`config.mk`:
```
export PLATFORM = sky130hd
export DESIGN_NAME = button_press_classifier_flat
export DESIGN_NICKNAME = d
export VERILOG_FILES = /design/src/design/bpc_pkg.sv /design/src/design/bpc_if.sv /design/src/design/button_press_classifier.sv /design/src/flat_wrapper.sv
export SDC_FILE = /design/constraint.sdc
export NUM_CORES = 1
export LEC_CHECK = 0
export BUFFER_PORTS_ARGS = -buffer_cell sky130_fd_sc_hd__buf_2
export CAP_MARGIN = 40
export CORE_AREA = 5 5 157 189
export DETAILED_ROUTE_END_ITERATION = 8
export DIE_AREA = 0 0 162 194
export PLACE_DENSITY = 0.67
export SLEW_MARGIN = 20
export SYNTH_ARGS = -nofsm -noshare
export SYNTH_HDL_FRONTEND = slang
export SYNTH_SLANG_ARGS = --single-unit
```
`constraint.sdc`:
```
create_clock -name clock -period 6.75 [get_ports clock]
set_clock_uncertainty 0.05 [all_clocks]
set_input_delay 1.35 -clock clock [delete_from_list [all_inputs] [get_ports clock]]
set_output_delay 1.35 -clock clock [all_outputs]
set_load 0.02 [all_outputs]
```
`src/design/bpc_pkg.sv`:
```
package bpc_pkg;

   localparam int TIME_WIDTH = 32;
   localparam int CFG_WIDTH  = 16;
   localparam int CSR_INDEX_WIDTH = 1;

   localparam logic [CFG_WIDTH-1:0] LONG_PRESS_RESET  = 16'd600;
   localparam logic [CFG_WIDTH-1:0] TOUCH_GUARD_RESET = 16'd50;

   typedef enum logic [CSR_INDEX_WIDTH-1:0] {
      CSR_LONG_PRESS  = 1'b0,
      CSR_TOUCH_GUARD = 1'b1
   } csr_index_type;

   typedef enum logic [2:0] {
      EVT_NONE     = 3'd0,
      EVT_B1_SHORT = 3'd1,
      EVT_B1_LONG  = 3'd2,
      EVT_B2_SHORT = 3'd3,
      EVT_B2_LONG  = 3'd4,
      EVT_TOUCH    = 3'd5
   } event_code_type;

endpackage

```
`src/design/bpc_if.sv`:
```
interface bpc_req_if import bpc_pkg::*; ();
   logic                  valid;
   logic                  ready;
   logic [TIME_WIDTH-1:0] now_ms;
   logic                  button1_level;
   logic                  button2_level;
   logic                  touch_level;

   modport source (output valid, now_ms, button1_level, button2_level, touch_level,
                   input ready);
   modport sink   (input valid, now_ms, button1_level, button2_level, touch_level,
                   output ready);
endinterface

interface bpc_rsp_if import bpc_pkg::*; ();
   logic           valid;
   logic           ready;
   event_code_type event_code;

   modport source (output valid, event_code, input ready);
   modport sink   (input valid, event_code, output ready);
endinterface

interface bpc_csr_if import bpc_pkg::*; ();
   logic                       valid;
   logic                       ready;
   logic [CSR_INDEX_WIDTH-1:0] index;
   logic [CFG_WIDTH-1:0]       data;

   modport source (output valid, index, data, input ready);
   modport sink   (input valid, index, data, output ready);
endinterface

```
`src/design/button_press_classifier.sv`:
```
// Button press classifier: each request word is one poll (millisecond time plus the raw
// levels of two active-low buttons and an active-high touch input) and yields exactly
// one response word with an event code (none, button short/long, touch). A poll is
// captured in an input register and classified, once the response register is free, by a
// 32-bit subtract and compare per input into the response register, so the block takes
// one word per clock while responses are not stalled; throughput is set only by the
// response handshake. Long press and touch guard times are the two CSRs (index 0 and 1,
// low 16 bits, reset 600 ms and 50 ms); write them only while no poll is in flight.
// Time differences wrap modulo 2^32. CSR writes are always ready.
module button_press_classifier import bpc_pkg::*; (
   input  logic          clock,
   input  logic          reset,
   bpc_req_if.sink       req,
   bpc_rsp_if.source     rsp,
   bpc_csr_if.sink       csr
);

   typedef struct packed {
      logic                  down;
      logic [TIME_WIDTH-1:0] start;
      logic                  long_done;
   } key_type;

   typedef struct packed {
      key_type        key;
      event_code_type code;
   } key_result_type;

   // configuration
   logic [CFG_WIDTH-1:0] long_press_ff;
   logic [CFG_WIDTH-1:0] touch_guard_ff;

   // input stage
   logic                  s1_valid_ff;
   logic [TIME_WIDTH-1:0] s1_now_ff;
   logic                  s1_b1_level_ff;
   logic                  s1_b2_level_ff;
   logic                  s1_touch_level_ff;

   // classifier state
   key_type               b1_ff, b1_in;
   key_type               b2_ff, b2_in;
   logic                  touch_prev_ff, touch_prev_in;
   logic [TIME_WIDTH-1:0] touch_time_ff, touch_time_in;

   // response stage
   logic           rsp_valid_ff;
   event_code_type rsp_code_ff, rsp_code_in;

   logic           advance;
   key_result_type b1_res, b2_res;
   logic [TIME_WIDTH-1:0] touch_diff;

   // One button: press edge, long hold, or release.
   function automatic key_result_type key_step(key_type k, logic pressed,
                                               logic [TIME_WIDTH-1:0] now,
                                               logic [CFG_WIDTH-1:0] long_ms,
                                               event_code_type ev_short,
                                               event_code_type ev_long);
      key_result_type        r;
      logic [TIME_WIDTH-1:0] held;
      held   = now - k.start;
      r.key  = k;
      r.code = EVT_NONE;
      if (pressed && !k.down) begin
         r.key.start     = now;
         r.key.long_done = 1'b0;
      end else if (pressed && k.down && !k.long_done &&
                   held > {{(TIME_WIDTH-CFG_WIDTH){1'b0}}, long_ms}) begin
         r.key.long_done = 1'b1;
         r.code          = ev_long;
      end else if (!pressed && k.down && !k.long_done) begin
         r.code = ev_short;
      end
      r.key.down = pressed;
      return r;
   endfunction

   // Move the held poll to the response register when that register is free.
   assign advance   = s1_valid_ff && (!rsp_valid_ff || rsp.ready);
   assign req.ready = !s1_valid_ff || advance;
   assign csr.ready = 1'b1;

   assign rsp.valid      = rsp_valid_ff;
   assign rsp.event_code = rsp_code_ff;

   assign touch_diff = s1_now_ff - touch_time_ff;

   always_comb begin
      b1_res = key_step(b1_ff, !s1_b1_level_ff, s1_now_ff, long_press_ff,
                        EVT_B1_SHORT, EVT_B1_LONG);
      b2_res = key_step(b2_ff, !s1_b2_level_ff, s1_now_ff, long_press_ff,
                        EVT_B2_SHORT, EVT_B2_LONG);

      b1_in         = b1_res.key;
      b2_in         = b2_ff;
      touch_prev_in = touch_prev_ff;
      touch_time_in = touch_time_ff;
      rsp_code_in   = b1_res.code;

      // Button 1 event ends the poll; button 2 event shields touch.
      if (b1_res.code == EVT_NONE) begin
         b2_in       = b2_res.key;
         rsp_code_in = b2_res.code;
         if (b2_res.code == EVT_NONE && s1_touch_level_ff != touch_prev_ff &&
             touch_diff > {{(TIME_WIDTH-CFG_WIDTH){1'b0}}, touch_guard_ff}) begin
            touch_prev_in = s1_touch_level_ff;
            touch_time_in = s1_now_ff;
            if (s1_touch_level_ff) begin
               rsp_code_in = EVT_TOUCH;
            end
         end
      end
   end

   always_ff @(posedge clock) begin
      if (reset) begin
         long_press_ff  <= LONG_PRESS_RESET;
         touch_guard_ff <= TOUCH_GUARD_RESET;
         s1_valid_ff    <= 1'b0;
         rsp_valid_ff   <= 1'b0;
         b1_ff          <= '0;
         b2_ff          <= '0;
         touch_prev_ff  <= 1'b0;
         touch_time_ff  <= '0;
      end else begin
         if (csr.valid) begin
            case (csr_index_type'(csr.index))
               CSR_LONG_PRESS:  long_press_ff  <= csr.data;
               CSR_TOUCH_GUARD: touch_guard_ff <= csr.data;
               default: ;
            endcase
         end

         if (req.valid && req.ready) begin
            s1_valid_ff <= 1'b1;
         end else if (advance) begin
            s1_valid_ff <= 1'b0;
         end

         if (advance) begin
            rsp_valid_ff  <= 1'b1;
            b1_ff         <= b1_in;
            b2_ff         <= b2_in;
            touch_prev_ff <= touch_prev_in;
            touch_time_ff <= touch_time_in;
         end else if (rsp.ready) begin
            rsp_valid_ff <= 1'b0;
         end
      end
   end

   // Payload registers: no reset.
   always_ff @(posedge clock) begin
      if (req.valid && req.ready) begin
         s1_now_ff         <= req.now_ms;
         s1_b1_level_ff    <= req.button1_level;
         s1_b2_level_ff    <= req.button2_level;
         s1_touch_level_ff <= req.touch_level;
      end
      if (advance) begin
         rsp_code_ff <= rsp_code_in;
      end
   end

   // A long event for button 1 leaves its long flag set.
   assert property (@(posedge clock) disable iff (reset)
      (advance && rsp_code_in == EVT_B1_LONG) |=> b1_ff.long_done)
      else $error("button 1 long flag not set after long event");

   // A button 1 event leaves button 2 state untouched.
   assert property (@(posedge clock) disable iff (reset)
      (advance && (rsp_code_in == EVT_B1_SHORT || rsp_code_in == EVT_B1_LONG))
      |=> (b2_ff == $past(b2_ff)))
      else $error("button 2 state changed under a button 1 event");

   // A touch event records a high touch level.
   assert property (@(posedge clock) disable iff (reset)
      (advance && rsp_code_in == EVT_TOUCH) |=> touch_prev_ff)
      else $error("touch event without high touch level");

   // A word leaves the input stage only into a free response register.
   assert property (@(posedge clock) disable iff (reset)
      (rsp_valid_ff && !rsp.ready) |-> !advance)
      else $error("response overwritten while stalled");

endmodule
```
`src/flat_wrapper.sv`:
```
// flat-port wrapper written by rule: the top's interface ports become plain ports
module button_press_classifier_flat import bpc_pkg::*;
  (clock, reset, req_valid, req_now_ms, req_button1_level, req_button2_level, req_touch_level, req_ready, rsp_valid, rsp_event_code, rsp_ready, csr_valid, csr_index, csr_data, csr_ready);
  bpc_req_if req_i ();
  bpc_rsp_if rsp_i ();
  bpc_csr_if csr_i ();
  input  logic clock;
  input  logic reset;
  input wire logic [$bits(req_i.valid)-1:0] req_valid;
  input wire logic [$bits(req_i.now_ms)-1:0] req_now_ms;
  input wire logic [$bits(req_i.button1_level)-1:0] req_button1_level;
  input wire logic [$bits(req_i.button2_level)-1:0] req_button2_level;
  input wire logic [$bits(req_i.touch_level)-1:0] req_touch_level;
  output wire logic [$bits(req_i.ready)-1:0] req_ready;
  output wire logic [$bits(rsp_i.valid)-1:0] rsp_valid;
  output wire logic [$bits(rsp_i.event_code)-1:0] rsp_event_code;
  input wire logic [$bits(rsp_i.ready)-1:0] rsp_ready;
  input wire logic [$bits(csr_i.valid)-1:0] csr_valid;
  input wire logic [$bits(csr_i.index)-1:0] csr_index;
  input wire logic [$bits(csr_i.data)-1:0] csr_data;
  output wire logic [$bits(csr_i.ready)-1:0] csr_ready;
  assign req_i.valid = req_valid;
  assign req_i.now_ms = req_now_ms;
  assign req_i.button1_level = req_button1_level;
  assign req_i.button2_level = req_button2_level;
  assign req_i.touch_level = req_touch_level;
  assign req_ready = req_i.ready;
  assign rsp_valid = rsp_i.valid;
  assign rsp_event_code = rsp_i.event_code;
  assign rsp_i.ready = rsp_ready;
  assign csr_i.valid = csr_valid;
  assign csr_i.index = csr_index;
  assign csr_i.data = csr_data;
  assign csr_ready = csr_i.ready;
  button_press_classifier u_core (.clock(clock), .reset(reset), .req(req_i), .rsp(rsp_i), .csr(csr_i));
endmodule
```
==> run_results.csv, run 1 <==
group,metric,value,unit
run_status,status,"complete, no violations",
sta,setup_viol,0,
sta,rsz0062_at_grt,"no",
routing,wl,36500,um
die,die_h,194,um
die,core,0.0277,mm2
critical_path,critPathSlowestCell,"o32ai_1",
yosys,synth_area,0.0136,mm2
sta,max_slew_margin,0.405,
critical_path,critical_path_arrival,6.38,ns
finish,fin_area,0.0146,mm2
min_path,hold_start,"u_core.b1_ff[28]",
routing,highest_layer,"met4",
finish,syn_to_final_growth,7.08,%
critical_path,startpoint_type,"flop",
place,dp_cells,2038,
yosys,ys_warn_count,0,
clock_network,root_buffer,"clkbuf_16",
yosys,yosys.cell_types.count,85,
die,die_x,162,um
finish,final_common_cell,"nand2_1",
power,ir_worst_vdd,0.000191,V
finish,drive_gt1_frac,0.0742,
routing,met3WireLength,1250,um
yosys,ys_ff_latch,173,
die,initial_utilization,0.493,
clock_network,htreeDepth,4,
routing,wire_per_inst,17.6,um
yosys,synth_cells,1705,
finish,diodes,0,
power,p_comb_frac,0.290,
sta,timing.final.ws_setup,0.675,ns
clock_network,cts_tree,"built",
power,sw_frac_of_total,0.339,
critical_path,timing.critical_path.slowest_cell_delay,0.65,ns
clock_network,clk_latency,0.44,ns
critical_path,r2r-end,"u_core.touch_time_ff[9]",
routing,avgViaCountPerCell,5.84,
sta,period_needed,6.08,ns
min_path,whs_path_depth,2,
power,p_leak,5.53,nW
power,powerDensity,199,mW/mm2
routing,dr_wl_met2,17200,um
sta,tns,0,ns
critical_path,criticalPathCategory,"reg -> reg",
routing,drtAntennaViolNets,0,
global_routing,grt_use_total,0.230,
clock_network,cts_buffers,17,
critical_path,timing.rr.start,"u_core.s1_now_ff[1]",
clock_network,clkTransAtPathRegs,0.07,ns
place,place_area,0.0141,mm2
routing,dr.pass1.iters,6,
min_path,hold_end,"u_core.b1_ff[28]",
finish,final_cell_mix,"nand2_1, a21oi_1, ha_1",
yosys,synth_edf_count,38,
routing,vias,12100,
yosys,synth-seq-area-share,0.282,
critical_path,path_cells,"inv_1 > fa_1 > and2b_1 > o2111ai_2 > a211oi_4 > nor2_2 > xnor2_1 > ha_1 > nand4_1 > or2_2 > o32ai_1 > o2111ai_1 > or4_1 > o21a_1 > nor4_4 > buf_4 > mux2i_1",
global_routing,antenna_found_initial,0,
power,switching_power,987,uW
global_routing,grt_pass1_wl,59100,um
yosys,synthFlopType,"dfxtp_1",
clock_network,cts_resized,0,
place,hpwl,28700,um
sta,hold_viol_final,0,
power,seqPwrFrac,0.396,
yosys,synthArstFlopShare,0,
critical_path,reg2reg_depth,17,
place,place.gp.congestion,0.935,
finish,fin_nets,1914,
yosys,syn_nets,1906,
critical_path,endpoint_kind,"flop",
power,p_int,1.93,mW
clock_network,cts_hold_buf,0,
global_routing,grt_pass1_vias,11500,
finish,fin_cells,2071,
min_path,hold_class,"reg -> reg",
die,rows,67,
critical_path,critPathRequiredTime,7.06,ns
finish,multiInputGateArea,0.00890,mm2
global_routing,grt_start_max_net_pins,102,
clock_network,cts_num_sinks,173,
routing,drt-initial-drc-count,771,
place,dp_slack,0.715,ns
yosys,syn_area_per_cell,8.00,um2
die,io_pins,63,
finish,final-seq-area,0.00384,mm2
finish,nFillCells,2686,
sta,finalMaxSlewViolations,0,
clock_network,cts_setup_buffers,0,
critical_path,reg2reg_setup_slack,0.67,ns
flow_run,max-cap-violations,0,
global_routing,grt-ovfl-total,0,
place,io_buffers,61,
die,die_area,0.0314,mm2
sta,fin_crit_sh,0.900,
power,pwr-share-clk,0.314,
routing,wl_met1,17000,um
routing,drc,0,
clock_network,cts_max_path_buffers,2,
critical_path,path_max_fanout,32,
sta,tightest_slew,0.870,ns
sta,max_freq,165,MHz
## cell type report
class / instances / area share
repair buffers: 68 / 0.0260
well taps: 345 / 0.0295
inverters: 140 / 0.0360
multi-input cells: 1313 / 0.609
clock inverters: 13 / 0.00625
flip-flops and latches: 173 / 0.263
clock buffers: 19 / 0.0303
## worst max-delay path by stage
stage / start / end / slack (ns) / cells past startpoint
finish: u_core.s1_now_ff[1] / u_core.touch_time_ff[9] / 0.67 / 17
detailed placement: u_core.s1_now_ff[1] / u_core.touch_time_ff[9] / 0.71 / 17
CTS: u_core.s1_now_ff[1] / u_core.touch_time_ff[9] / 0.68 / 17
global placement: u_core.s1_now_ff[1] / u_core.touch_time_ff[6] / 0.76 / 17
floorplan: u_core.s1_now_ff[0] / u_core.b2_ff[10] / 1.51 / 22
global route: u_core.s1_now_ff[0] / u_core.b2_ff[13] / 0.40 / 22
## registers in the layout (all words and copies together) (netlist names), 3 cells and up
register               flops
u_core.touch_time_ff      32
u_core.b2_ff              34
u_core.b1_ff              34
u_core.touch_guard_ff     16
u_core.long_press_ff      16
u_core.s1_now_ff          32
u_core.rsp.event_code      3
## per-layer routing
metal / up-vias / track usage
li1: 6051 / -
met1: 5695 / 0.314
met2: 289 / 0.386
met3: 65 / 0.0211
met4: 0 / 0.0746
met5: - / 0
## power groups by stage
| stage | Sequential (mW) | Combinational [mW] | Clock [mW] |
|---|---|---|---|
| 2_1_floorplan | 1.16 | 0.634 | 0 |
| 3_3_place_gp | 1.17 | 0.816 | 0 |
| 3_5_place_dp | 1.17 | 0.828 | 0 |
| 4_1_cts | 1.15 | 0.834 | 0.936 |
| 5_1_grt | 1.16 | 0.940 | 0.981 |
| 6_report | 1.15 | 0.844 | 0.915 |
## cells in the mapped netlist (16+ instances only)
cell type,number,share of area
ha_1,141,0.13
a21o_1,39,0.021
inv_1,139,0.038
nand2_1,230,0.063
nand3_1,16,0.0059
xor2_1,31,0.020
dfxtp_1,135,0.20
mux2i_1,66,0.048
nor2_1,92,0.025
nand2b_1,82,0.038
a21oi_1,189,0.069
o211ai_1,22,0.012
edfxtp_1,38,0.084
o21a_1,19,0.010
o21ai_0,56,0.021
xnor2_1,32,0.021
nor3_1,23,0.0084
clkbuf_1,55,0.015
nand4_1,36,0.017
## cell families (layout without fill, tap and decap cells)
group | count (synthesis) | after routing | share of synthesized area
AOI/OAI and AO/OA | 467 | 467 | 0.222
DFF | 173 | 173 | 0.282
buffers and inverters | 219 | 240 | 0.0668
adders and majority gates | 144 | 144 | 0.134
xor gates and xnor gates | 63 | 63 | 0.0404
and+or+nand+nor | 567 | 567 | 0.203
muxes | 71 | 71 | 0.0525
other | 1 | 1 | 0.000275
## per-stage QoR
stage          total power, mW   util  hold slack, ns
2_1_floorplan             1.79      -           0.386
3_3_place_gp              1.99  0.508           0.391
3_5_place_dp              2.00  0.508           0.397
4_1_cts                   2.92  0.527           0.406
5_1_grt                   3.08  0.528           0.427
6_report                  2.91  0.528           0.404
## critical path: cells and delay by family, from the launching register on
kind / cells / cell delay, ns
adders and majority gates: 2 / 0.74
AOI/OAI and AO/OA: 5 / 1.78
xor gates and xnor gates: 1 / 0.16
DFF: 1 / 0.62
and+or+nand+nor: 6 / 1.72
buffers and inverters: 2 / 0.62
muxes: 1 / 0.26
No activity file was read; power rests on OpenSTA's default activity.
==> inputs of run 2 (changes only) <==
--- a/config.mk
+++ b/config.mk
@@ -10,7 +10,7 @@
 export CORE_AREA = 5 5 157 189
 export DETAILED_ROUTE_END_ITERATION = 8
 export DIE_AREA = 0 0 162 194
-export PLACE_DENSITY = 0.67
+export PLACE_DENSITY = 0.69
 export SLEW_MARGIN = 20
 export SYNTH_ARGS = -nofsm -noshare
 export SYNTH_HDL_FRONTEND = slang
==> constraint.sdc (replaced) <==
create_clock -name clock -period 5.3 [get_ports clock]
set_clock_uncertainty 0.05 [all_clocks]
set_input_delay 1.06 -clock clock [delete_from_list [all_inputs] [get_ports clock]]
set_output_delay 1.06 -clock clock [all_outputs]
set_load 0.02 [all_outputs]
==> run_results.csv, run 2 (synthesis results as in run 1) <==
group,metric,value,unit
run_status,status,"complete, no violations",
routing,avgViaCountPerCell,5.80,
clock_network,clkTransAtPathRegs,0.06,ns
routing,drt-initial-drc-count,782,
routing,vias,12500,
die,initial_utilization,0.493,
die,die_area,0.0314,mm2
power,total_power,3.93,mW
finish,largest_registers,"u_core.b1_ff (34), u_core.b2_ff (34)",
routing,wl,38000,um
global_routing,grt_pass1_vias,12000,
die,rows,67,
clock_network,cts_buffers,17,
power,ir_worst_vdd,0.000235,V
routing,dr.pass1.iters,5,
sta,setup_viol,0,
finish,final_common_cell,"nand2_1",
sta,tightest_slew,0.804,ns
die,core,0.0277,mm2
clock_network,clk_latency,0.45,ns
routing,drc,0,
place,dp_cells,2100,
sta,whs,0.404,ns
finish,final_cell_mix,"nand2_1, a21oi_1, inv_1",
place,io_buffers,61,
power,p_leak,6.00,nW
critical_path,path_max_fanout,8,
clock_network,cts_hold_buf,0,
global_routing,grt_pass1_wl,59700,um
sta,hold_viol_final,0,
global_routing,grt_use_total,0.232,
sta,rsz0062_at_grt,"yes",
clock_network,cts_tree,"built",
clock_network,cts_num_sinks,173,
die,io_pins,63,
critical_path,startpoint_type,"flop",
clock_network,htreeDepth,4,
flow_run,max-cap-violations,0,
die,die_x,162,um
global_routing,antenna_found_initial,0,
min_path,hold_class,"reg -> reg",
finish,fin_nets,1994,
finish,drive_gt1_frac,0.138,
die,die_h,194,um
critical_path,criticalPathCategory,"reg -> reg",
sta,max_freq,189,MHz
global_routing,grt_start_max_net_pins,69,
critical_path,endpoint_kind,"flop",
place,hpwl,28800,um
sta,max_slew_margin,0.450,
critical_path,critPathRequiredTime,5.56,ns
sta,fin_crit_sh,0.998,
finish,diodes,0,
power,powerDensity,251,mW/mm2
sta,period_needed,5.29,ns
clock_network,cts_max_path_buffers,2,
critical_path,critical_path_arrival,5.55,ns
clock_network,root_buffer,"clkbuf_16",
routing,wire_per_inst,17.7,um
routing,drtAntennaViolNets,0,
finish,fin_cells,2151,
global_routing,grt-ovfl-total,0,
sta,finalMaxSlewViolations,0,
finish,syn_to_final_growth,14.8,%
place,place.gp.congestion,0.965,
sta,tns,0,ns
## run 2: changes by cell type in the layout (fill, tap and decap cells not counted), sizes merged
cell	previous run	this run
inv	143	145
buf	68	146
clkbuf	19	20
clkinvlp	1	2
clkinv	9	5
bufinv	0	2
## run 2: area by class of cell
cell class	instances	area, um2
repair buffers	148	1150
clock inverters	14	153
multi-input cells	1313	9110
flip-flops and latches	173	3840
well taps	345	432
fillers	2533	12000
inverters	140	526
clock buffers	18	450
## run 2: path summary, 6_finish.rpt
check	end	slack, ns	from	cells after the start
worst max-delay path	u_core.b2_ff[26]	0.01	u_core.s1_now_ff[0]	25
worst max register to register	u_core.b2_ff[26]	0.01	u_core.s1_now_ff[0]	25
worst min register to register	u_core.b1_ff[2]	0.40	u_core.b1_ff[2]	2
worst min-delay path	u_core.b1_ff[2]	0.40	u_core.b1_ff[2]	2
## run 2: timing repair
item,4_1_cts,5_1_grt
setup endpoints to repair,67,69
gates cloned,4,2
gates resized for setup,18,42
pin swaps,11,28
buffers inserted,7,6
## run 2: stage by stage
step,worst slack [ns],instance area [um2],util
finish,0.0121,15700,0.566
global route,-0.244,15700,0.566
CTS,-0.110,15400,0.556
detailed placement,-0.198,14600,0.527
global placement,-0.0579,14500,0.525
floorplan,0.0608,13600,-
## run 2: where the power goes
group	internal (mW)	total, mW	leakage (nW)	switching, mW
Clock	0.728	1.28	0.293	0.557
Combinational	0.503	1.19	4.24	0.686
Sequential	1.41	1.45	1.47	0.0468
## run 2: routing by layer
layer / wire, um / vias up / GRT usage
met5: 0 / - / 0
met4: 1130 / 0 / 0.0727
met3: 1640 / 72 / 0.0281
met2: 18600 / 306 / 0.403
met1: 16600 / 5878 / 0.300
li1: - / 6217 / -
## run 2: critical path, stage by stage, from the launching register on
cell and delay [ns]:
edfxtp_1 0.41, inv_2 0.09, ha_4 0.13, inv_2 0.03
fa_2 0.34, a211oi_2 0.21, o21ai_2 0.08, buf_4 0.14
a2bb2oi_2 0.14, nand2b_1 0.10, xor2_1 0.15, ha_1 0.29
nand4_1 0.17, nor2_1 0.07, a221o_1 0.31, o31a_1 0.34
a2111oi_4 0.19, o211a_1 0.24, nand4_1 0.12, or4_4 0.46
buf_6 0.14, a2111oi_4 0.34, buf_6 0.19, clkbuf_16 0.18
mux2i_1 0.20, nor2_1 0.05
==> inputs of run 3 (changes only) <==
--- a/config.mk
+++ b/config.mk
@@ -10,7 +10,7 @@
 export CORE_AREA = 5 5 157 189
 export DETAILED_ROUTE_END_ITERATION = 8
 export DIE_AREA = 0 0 162 194
-export PLACE_DENSITY = 0.69
+export PLACE_DENSITY = 0.67
 export SLEW_MARGIN = 20
 export SYNTH_ARGS = -nofsm -noshare
 export SYNTH_HDL_FRONTEND = slang
==> constraint.sdc (replaced) <==
create_clock -name clock -period 5.05 [get_ports clock]
set_clock_uncertainty 0.05 [all_clocks]
set_input_delay 1.01 -clock clock [delete_from_list [all_inputs] [get_ports clock]]
set_output_delay 1.01 -clock clock [all_outputs]
set_load 0.02 [all_outputs]
==> run_results.csv, run 3 (synthesis results as in run 1) <==
group,metric,value,unit
critical_path,crit_family,"compound AO/OA/AOI/OAI gates",
global_routing,grt_start_max_net_pins,88,
global_routing,grt_use_total,0.251,
power,pwr-share-clk,0.306,
global_routing,grt-ovfl-total,0,
die,die_area,0.0314,mm2
finish,largest_registers,"u_core.b1_ff (34), u_core.b2_ff (34)",
global_routing,grt_pass1_vias,12400,
finish,final_common_cell,"nand2_1",
routing,vias,12800,
finish,syn_to_final_growth,17.9,%
finish,diodes,0,
routing,dr.pass1.iters,5,
clock_network,clk_latency,0.44,ns
clock_network,cts_buffers,17,
run_status,status,"finished, violations left",
place,place.gp.congestion,0.943,
critical_path,critPathRequiredTime,5.32,ns
sta,fin_crit_sh,1.05,
power,powerDensity,258,mW/mm2
critical_path,critical_path_arrival,5.58,ns
power,p_comb_frac,0.325,
min_path,hold_class,"reg -> reg",
power,p_leak,6.23,nW
clock_network,cts_max_path_buffers,2,
power,ir_worst_vdd,0.000263,V
power,seqPwrFrac,0.369,
routing,avgViaCountPerCell,5.81,
sta,tns,-12.55,ns
finish,drive_gt1_frac,0.169,
die,die_x,162,um
critical_path,reg2reg_depth,23,
place,dp_cells,2147,
power,p_int,2.75,mW
critical_path,criticalPathCategory,"reg -> reg",
routing,drtAntennaViolNets,0,
finish,final_cell_mix,"nand2_1, a21oi_1, inv_1",
routing,drt-initial-drc-count,1020,
min_path,whs_path_depth,2,
sta,finalMaxSlewViolations,0,
routing,wl,40300,um
die,die_h,194,um
die,core,0.0277,mm2
clock_network,htreeDepth,4,
flow_run,max-cap-violations,0,
finish,fin_cells,2201,
critical_path,r2r-end,"u_core.b2_ff[27]",
critical_path,path_max_fanout,8,
critical_path,reg2reg_setup_slack,-0.26,ns
critical_path,startpoint_type,"flop",
clock_network,clkTransAtPathRegs,0.06,ns
clock_network,root_buffer,"clkbuf_16",
power,sw_frac_of_total,0.336,
finish,fin_nets,2045,
critical_path,timing.rr.start,"u_core.s1_now_ff[0]",
clock_network,cts_tree,"built",
global_routing,antenna_found_initial,0,
die,initial_utilization,0.493,
sta,max_freq,188,MHz
sta,rsz0062_at_grt,"yes",
place,hpwl,31300,um
sta,timing.final.ws_setup,-0.255,ns
place,io_buffers,61,
sta,whs,0.403,ns
critical_path,critPathSlowestCell,"or4_4",
power,total_power,4.15,mW
routing,wire_per_inst,18.3,um
min_path,hold_end,"u_core.b1_ff[12]",
sta,setup_viol,66,
sta,period_needed,5.31,ns
die,io_pins,63,
critical_path,path_cells,"inv_2 > ha_4 > inv_2 > fa_2 > a211oi_2 > o21ai_2 > a31o_4 > a31oi_2 > xnor2_1 > ha_1 > nand4_1 > nor2_1 > a221o_1 > o31a_1 > a2111oi_4 > o211a_1 > nand4_1 > or4_4 > a2111oi_4 > buf_6 > clkbuf_16 > mux2i_1 > nor2_1",
sta,hold_viol_final,0,
critical_path,timing.critical_path.slowest_cell_delay,0.53,ns
sta,tightest_slew,0.753,ns
min_path,hold_start,"u_core.b1_ff[12]",
clock_network,cts_hold_buf,0,
routing,drc,0,
critical_path,endpoint_kind,"flop",
global_routing,grt_pass1_wl,63900,um
die,rows,67,
run_status,failed_checks,"setup timing",
power,switching_power,1.39,mW
critical_path,critPathBufInv,4,
clock_network,cts_num_sinks,173,
sta,max_slew_margin,0.485,
[run 3: cell types whose count changed in the layout (fill, tap and decap cells not counted), sizes merged]
cell      before  now
buf          146  198
bufinv         2    1
clkbuf        20   19
clkinv         5    8
clkinvlp       2    0
inv          145  144
[run 3: how the worst max path moves through the flow]
| stage | startpoint | endpoint | slack, ns | cells past startpoint |
|---|---|---|---|---|
| after CTS | u_core.s1_now_ff[0] | u_core.b2_ff[28] | -0.27 | 23 |
| final | u_core.s1_now_ff[0] | u_core.b2_ff[27] | -0.26 | 23 |
| after global placement | u_core.s1_now_ff[0] | u_core.touch_time_ff[3] | -0.27 | 21 |
| after floorplan | u_core.s1_now_ff[0] | u_core.b2_ff[10] | 0.01 | 22 |
| after global routing | u_core.s1_now_ff[0] | u_core.b2_ff[23] | -0.47 | 23 |
| after detailed placement | u_core.s1_now_ff[0] | u_core.touch_time_ff[12] | -0.41 | 23 |
[run 3: through the flow]
| stage | cell area (um2) | setup slack, ns | util |
|---|---|---|---|
| 2_1_floorplan | 13700 | 0.0142 | - |
| 6_report | 16100 | -0.255 | 0.581 |
| 3_3_place_gp | 14900 | -0.268 | 0.538 |
| 5_1_grt | 16100 | -0.467 | 0.581 |
| 4_1_cts | 15800 | -0.270 | 0.572 |
| 3_5_place_dp | 14900 | -0.408 | 0.539 |
[run 3: power by group through the flow]
stage               sequential, mW  clock, mW  combinational, mW
floorplan                     1.55          0              0.848
global placement              1.56          0               1.21
detailed placement            1.56          0               1.23
CTS                           1.53       1.29               1.28
global route                  1.53       1.35               1.48
finish                        1.53       1.27               1.35
[run 3: per-layer routing]
layer	GRT usage	vias to the layer above	routed length, um
met5	0	-	0
met4	0.0899	0	1330
met3	0.0372	76	2250
met2	0.408	410	18600
met1	0.340	5972	18200
li1	-	6330	-
[run 3: area by class of cell]
class | count | area (um2)
flip-flops and latches | 173 | 3840
well taps | 345 | 432
fillers | 2531 | 11600
clock inverters | 13 | 115
multi-input cells | 1313 | 9230
clock buffers | 18 | 439
inverters | 140 | 526
repair buffers | 199 | 1500
[run 3: repair_timing]
action	4_1_cts	5_1_grt
gates resized for setup	34	61
cloned	5	1
pin swaps	6	39
setup buffers	12	10
endpoints found under the setup margin	68	69
[run 3: worst min-delay path, cell delays in order (launching register included)]
cell and delay, ns:
dfxtp_1 0.31, nand2_1 0.05, a21oi_1 0.05
